`config.mk`:
```
export PLATFORM = sky130hd
export DESIGN_NAME = sss_fifo
export DESIGN_NICKNAME = d
export VERILOG_FILES = /design/src/sv/sss_pkg.sv /design/src/sv/sss_fifo.sv
export SDC_FILE = /design/constraint.sdc
export NUM_CORES = 1
export LEC_CHECK = 0
export ABC_AREA = 1
export BUFFER_PORTS_ARGS = -buffer_cell sky130_fd_sc_hd__buf_2
export CAP_MARGIN = 25
export CORE_MARGIN = 1
export CORE_UTILIZATION = 37
export CTS_BUF_LIST = sky130_fd_sc_hd__clkbuf_4
export DETAILED_ROUTE_END_ITERATION = 10
export SLEW_MARGIN = 20
export SYNTH_ARGS = -nofsm -noshare
export SYNTH_HDL_FRONTEND = slang
export SYNTH_SLANG_ARGS = --single-unit
```
`constraint.sdc`:
```
create_clock -name clk_i -period 3.7 [get_ports clk_i]
set_input_delay 0.185 -clock clk_i [delete_from_list [all_inputs] [get_ports clk_i]]
set_output_delay 0.185 -clock clk_i [all_outputs]
set_load 0.02 [all_outputs]
```
`src/sv/sss_pkg.sv`:
```
// ----------------------------------------------------------------------------
// sss_pkg: shared types and constants of the selective state-space scan
// Transaction structs, the queue entry format, back-end states and the
// base-2 exponent table.
// ----------------------------------------------------------------------------
`default_nettype none
package sss_pkg;

  localparam int unsigned CHANNELS_DEF = 1024;
  localparam int unsigned STATES_DEF   = 16;
  localparam int unsigned QUEUE_DEPTH  = 4;

  // log2(e) in Q16 and clamp bounds of the base-2 exponent (Q16.16)
  localparam logic [16:0]        LOG2E_Q16 = 17'd94548;
  localparam logic signed [25:0] W_MIN     = -26'sd1114112;
  localparam logic signed [25:0] W_MAX     = 26'sd983039;

  typedef enum logic {
    OP_LOAD = 1'b0,
    OP_SCAN = 1'b1
  } op_e;

  typedef struct packed {
    logic               op;
    logic [9:0]         channel;
    logic [3:0]         state_index;
    logic               last_element;
    logic signed [15:0] delta;
    logic signed [15:0] x_sample;
    logic signed [15:0] a_coef;
    logic signed [15:0] b_coef;
    logic signed [15:0] c_coef;
    logic signed [31:0] init_value;
  } in_item_t;

  typedef struct packed {
    logic signed [31:0] y_value;
    logic [9:0]         out_channel;
  } out_item_t;

  // classified work item as held in the queue
  typedef struct packed {
    op_e                kind;
    logic               last;
    logic [9:0]         channel;
    logic [3:0]         state_index;
    logic signed [15:0] delta;
    logic signed [15:0] x_sample;
    logic signed [15:0] a_coef;
    logic signed [15:0] b_coef;
    logic signed [15:0] c_coef;
    logic signed [31:0] init_value;
  } work_t;

  typedef enum logic [3:0] {
    ST_CLEAR,
    ST_IDLE,
    ST_MUL1,
    ST_EXP,
    ST_MANT,
    ST_SHIFT,
    ST_TERM,
    ST_SUM,
    ST_PROJ,
    ST_ACC
  } back_state_e;

  // round(2^(i/16) * 65536), i = 0..16
  function automatic logic [17:0] pow2_entry(input logic [4:0] idx);
    logic [17:0] v;
    case (idx)
      5'd0:    v = 18'd65536;
      5'd1:    v = 18'd68438;
      5'd2:    v = 18'd71468;
      5'd3:    v = 18'd74632;
      5'd4:    v = 18'd77936;
      5'd5:    v = 18'd81386;
      5'd6:    v = 18'd84990;
      5'd7:    v = 18'd88752;
      5'd8:    v = 18'd92682;
      5'd9:    v = 18'd96785;
      5'd10:   v = 18'd101070;
      5'd11:   v = 18'd105545;
      5'd12:   v = 18'd110218;
      5'd13:   v = 18'd115098;
      5'd14:   v = 18'd120194;
      5'd15:   v = 18'd125515;
      5'd16:   v = 18'd131072;
      default: v = 18'd0;
    endcase
    return v;
  endfunction

endpackage
`default_nettype wire

```
`src/sv/sss_fifo.sv`:
```
// ----------------------------------------------------------------------------
// sss_fifo: work queue between front and back end
// Small register queue of classified work items, first in first out.
// ----------------------------------------------------------------------------
`default_nettype none
module sss_fifo #(
  parameter int unsigned DEPTH = sss_pkg::QUEUE_DEPTH
) (
  input  wire logic          clk_i,
  input  wire logic          rst_ni,
  input  wire logic          push_i,
  input  wire sss_pkg::work_t push_data_i,
  output logic               full_o,
  input  wire logic          pop_i,
  output sss_pkg::work_t     head_o,
  output logic               empty_o
);
  import sss_pkg::*;

  localparam int unsigned PW = (DEPTH > 1) ? $clog2(DEPTH) : 1;
  localparam int unsigned CW = $clog2(DEPTH + 1);

  work_t          mem_q [DEPTH];
  logic [PW-1:0]  wr_ptr_q, rd_ptr_q;
  logic [CW-1:0]  count_q;

  assign full_o  = (count_q == CW'(DEPTH));
  assign empty_o = (count_q == '0);
  assign head_o  = mem_q[rd_ptr_q];

  // storage
  always_ff @(posedge clk_i) begin
    if (push_i) begin
      mem_q[wr_ptr_q] <= push_data_i;
    end
  end

  // pointers and fill level
  always_ff @(posedge clk_i or negedge rst_ni) begin
    if (!rst_ni) begin
      wr_ptr_q <= '0;
      rd_ptr_q <= '0;
      count_q  <= '0;
    end else begin
      if (push_i) begin
        wr_ptr_q <= (wr_ptr_q == PW'(DEPTH - 1)) ? '0 : wr_ptr_q + 1'b1;
      end
      if (pop_i) begin
        rd_ptr_q <= (rd_ptr_q == PW'(DEPTH - 1)) ? '0 : rd_ptr_q + 1'b1;
      end
      if (push_i && !pop_i) begin
        count_q <= count_q + 1'b1;
      end else if (pop_i && !push_i) begin
        count_q <= count_q - 1'b1;
      end
    end
  end

endmodule
`default_nettype wire

```
==> impl_metrics.json <==
{
  "cts_resized": 0,
  "cpPeakStageDelay_ps": 510,
  "synth_top_area_share_pct": 73.7,
  "start_util_pct": 37.6,
  "n_fill_cell": 4896,
  "start_kind": "flip-flop",
  "netlist_instances": 1545,
  "path_cells": "inv_16 -> buf_12 -> nand2_1 -> o211ai_1 -> nand2_1 -> buf_2",
  "placed_area_um2": 22700,
  "synthTopCellsByCount": "edfxtp_1, nand2_1, inv_1",
  "r2r_cells": 5,
  "switching_share_pct": 36.8,
  "critPathBufInv": 3,
  "ir_worst_vdd_mv": 0.558,
  "arrival_ps": 2980,
  "drt-total-wl_mm": 45.3,
  "gp_congestion": 0.725,
  "cp_data_required_time_ps": 3510,
  "grt_start_max_net_pins": 211,
  "drtPass1Iterations": 5,
  "hpwl_mm": 24.0,
  "synth_most_common_cell": "edfxtp_1",
  "fin_skew_ps": 26.0,
  "tightest_slew_ps": 820,
  "tritoncts": "done",
  "antenna_found_initial": 9,
  "clk_latency_ps": 920,
  "crit_family": "buffers and inverters",
  "p_leak_nw": 11.0,
  "numCtsBuffers": 141,
  "drive_gt1_share_pct": 22.5,
  "nets": 2287,
  "rsz0062_at_grt": "no",
  "wl_per_cell_um": 15.1,
  "holdPathStages": 3,
  "pwr_density_cell_nw_per_um2": 712,
  "cts_setup_buffers": 0,
  "avgSynthCellArea_um2": 13.5,
  "timing.fmax_mhz": 316,
  "syn_nets": 1684,
  "clk_pin_slew_ps": 70,
  "antenna_left": 0,
  "setup_violations": 0,
  "yosysUniqueCellTypes": 18,
  "crit_path_frequent_cell": "nand2_1",
  "hold_viol": 0,
  "drv_cap": 0,
  "final_area_um2": 27000,
  "synth_warnings": 0,
  "hold_class": "input port to flip-flop",
  "seqPwrFrac_pct": 40.3,
  "die_w_um": 239,
  "r2r-end": "mem_q[2][52]",
  "maxSlewViolCount": 0,
  "min-delay-start": "push_i",
  "yosysTopAreaCell": "edfxtp_1",
  "cts_max_path_buffers": 3,
  "cp.depth": 6,
  "port_buffers": 261,
  "drc": 0,
  "root_buffer": "clkbuf_4",
  "syn_area_um2": 20800,
  "grt_first_pass_wirelength_mm": 70.4,
  "intPower_mw": 12.1,
  "finalNonFillerCells": 2999,
  "worstReg2RegStart": "wr_ptr_q[0]",
  "grt_pass1_vias": 13700,
  "p_comb_share_pct": 34.4,
  "reg2reg_slack_ps": 1670,
  "cts_sinks": 519,
  "relSlewSlack_pct": 45.3,
  "netlist_top_cells_area": "edfxtp_1, o211ai_1, nand2_1",
  "dp_cells": 2493,
  "drt-initial-drc-count": 555,
  "crit_type": "flip-flop to output pin",
  "gr-total-overflow": 0,
  "slowest_stage": "dfrtp_1",
  "rows": 86,
  "min_to": "wr_ptr_q[0]",
  "ios": 262,
  "ys.flop_type": "edfxtp_1",
  "setup_tns_ps": 0,
  "area_delta_synth_final_pct": 29.6,
  "synth_edf_count": 512,
  "final.min_clock_period_ps": 3160,
  "worstPathMaxFanout": 210,
  "htreeDepth": 4,
  "ys_seq_area_share_pct": 74.6,
  "viasPerCell": 4.54,
  "status": "finished, final reports clean",
  "p_clk_share_pct": 25.3,
  "end_kind": "output pin",
  "synthArstFlopShare_pct": 1.35,
  "fin_crit_sh_pct": 85.5,
  "vias": 13600,
  "coreArea_um2": 55400,
  "postSynthRegisterBits": 519,
  "dieHeight_um": 239,
  "die-area_um2": 57300,
  "grtUsageTotal_pct": 16.0,
  "switchingPower_mw": 7.08
}
## power groups by stage
stage | logic [mW] | registers, mW | clock network (mW)
finish | 6.61 | 7.75 | 4.86
global route | 7.28 | 7.82 | 5.33
CTS | 6.74 | 7.75 | 5.06
detailed placement | 6.50 | 7.88 | 0
global placement | 6.43 | 7.84 | 0
floorplan | 4.58 | 7.93 | 0
## how the worst max path moves through the flow
stage / startpoint / end / slack (ps)
2_1_floorplan: wr_ptr_q[0] / mem_q[2][0] / 90
3_3_place_gp: rd_ptr_q[0] / head_o[89] / 1560
3_5_place_dp: rd_ptr_q[0] / head_o[89] / 1500
4_1_cts: rd_ptr_q[0] / head_o[89] / 450
5_1_grt: rd_ptr_q[0] / head_o[94] / 290
6_report: rd_ptr_q[0] / head_o[89] / 540
## metal layers
| metal | vias to the layer above | wire [um] | part of all wire, % | track usage (%) |
|---|---|---|---|---|
| met5 | - | 46 | 0.10 | 0 |
| met4 | 6 | 736 | 1.6 | 7.17 |
| met3 | 64 | 2870 | 6.3 | 5.67 |
| met2 | 306 | 22300 | 49 | 26.3 |
| met1 | 6510 | 19300 | 43 | 18.9 |
| li1 | 6741 | - | - | - |
## flip-flops by register name, indices dropped and copies added, names as in the netlist
name      count
count_q       3
mem_q       512
rd_ptr_q      2
wr_ptr_q      2
## stage by stage
stage	utilization (%)	total power [mW]	hold slack [ps]	worst slack (ps)
after global routing	48.7	20.4	82.4	292
final	48.7	19.2	170	537
after detailed placement	40.9	14.4	38.8	1500
after CTS	48.7	19.6	27.9	451
after global placement	40.9	14.3	32.8	1560
after floorplan	-	12.5	-111	93.8
## placed cells by master, fill, tap and decap left out
cell type	n
buf_12	8
buf_2	261
buf_4	15
bufinv_16	1
clkbuf_4	207
clkinv_1	25
clkinv_2	1
clkinvlp_4	1
dfrtp_1	6
dfrtp_4	1
diode_2	7
dlygate4sd3_1	260
edfxtp_1	512
fa_1	1
ha_1	6
inv_1	263
inv_16	1
inv_2	4
inv_4	1
inv_6	4
nand2_1	399
nand3_1	1
nand4_1	1
nor2_1	2
nor3_1	2
o211ai_1	256
o21ai_0	4
xnor2_1	1
## cell type report
| class | instances | area [um^2] | share of cell area, % |
|---|---|---|---|
| antenna | 7 | 17.5 | 0.0648 |
| clock buffer | 207 | 1550 | 5.75 |
| clock inverter | 32 | 151 | 0.560 |
| inverter | 269 | 1050 | 3.88 |
| multi-input combinational | 673 | 3570 | 13.2 |
| sequential | 519 | 15600 | 57.6 |
| tap | 748 | 936 | 3.46 |
| timing repair buffer | 544 | 4180 | 15.5 |
## what timing repair did
item                                    CTS  global route
hold buffers                            260             0
endpoints found under the setup margin    0             0
endpoints found under the hold margin   653             0
## tightest hold or removal path, delay by kind of cell
family                 cells  cell delay [ps]
buffers and inverters      2              710
AO/OA/AOI/OAI              1              110
## cell families after synthesis
group	count (synthesis)	synth area share, %
flops	519	74.6
simple gates	405	7.32
buf+inv	353	8.28
compound gates	260	9.31
fa+ha+maj	7	0.456
xor+xnor	1	0.0420
No activity file was read; power rests on OpenSTA's default activity.
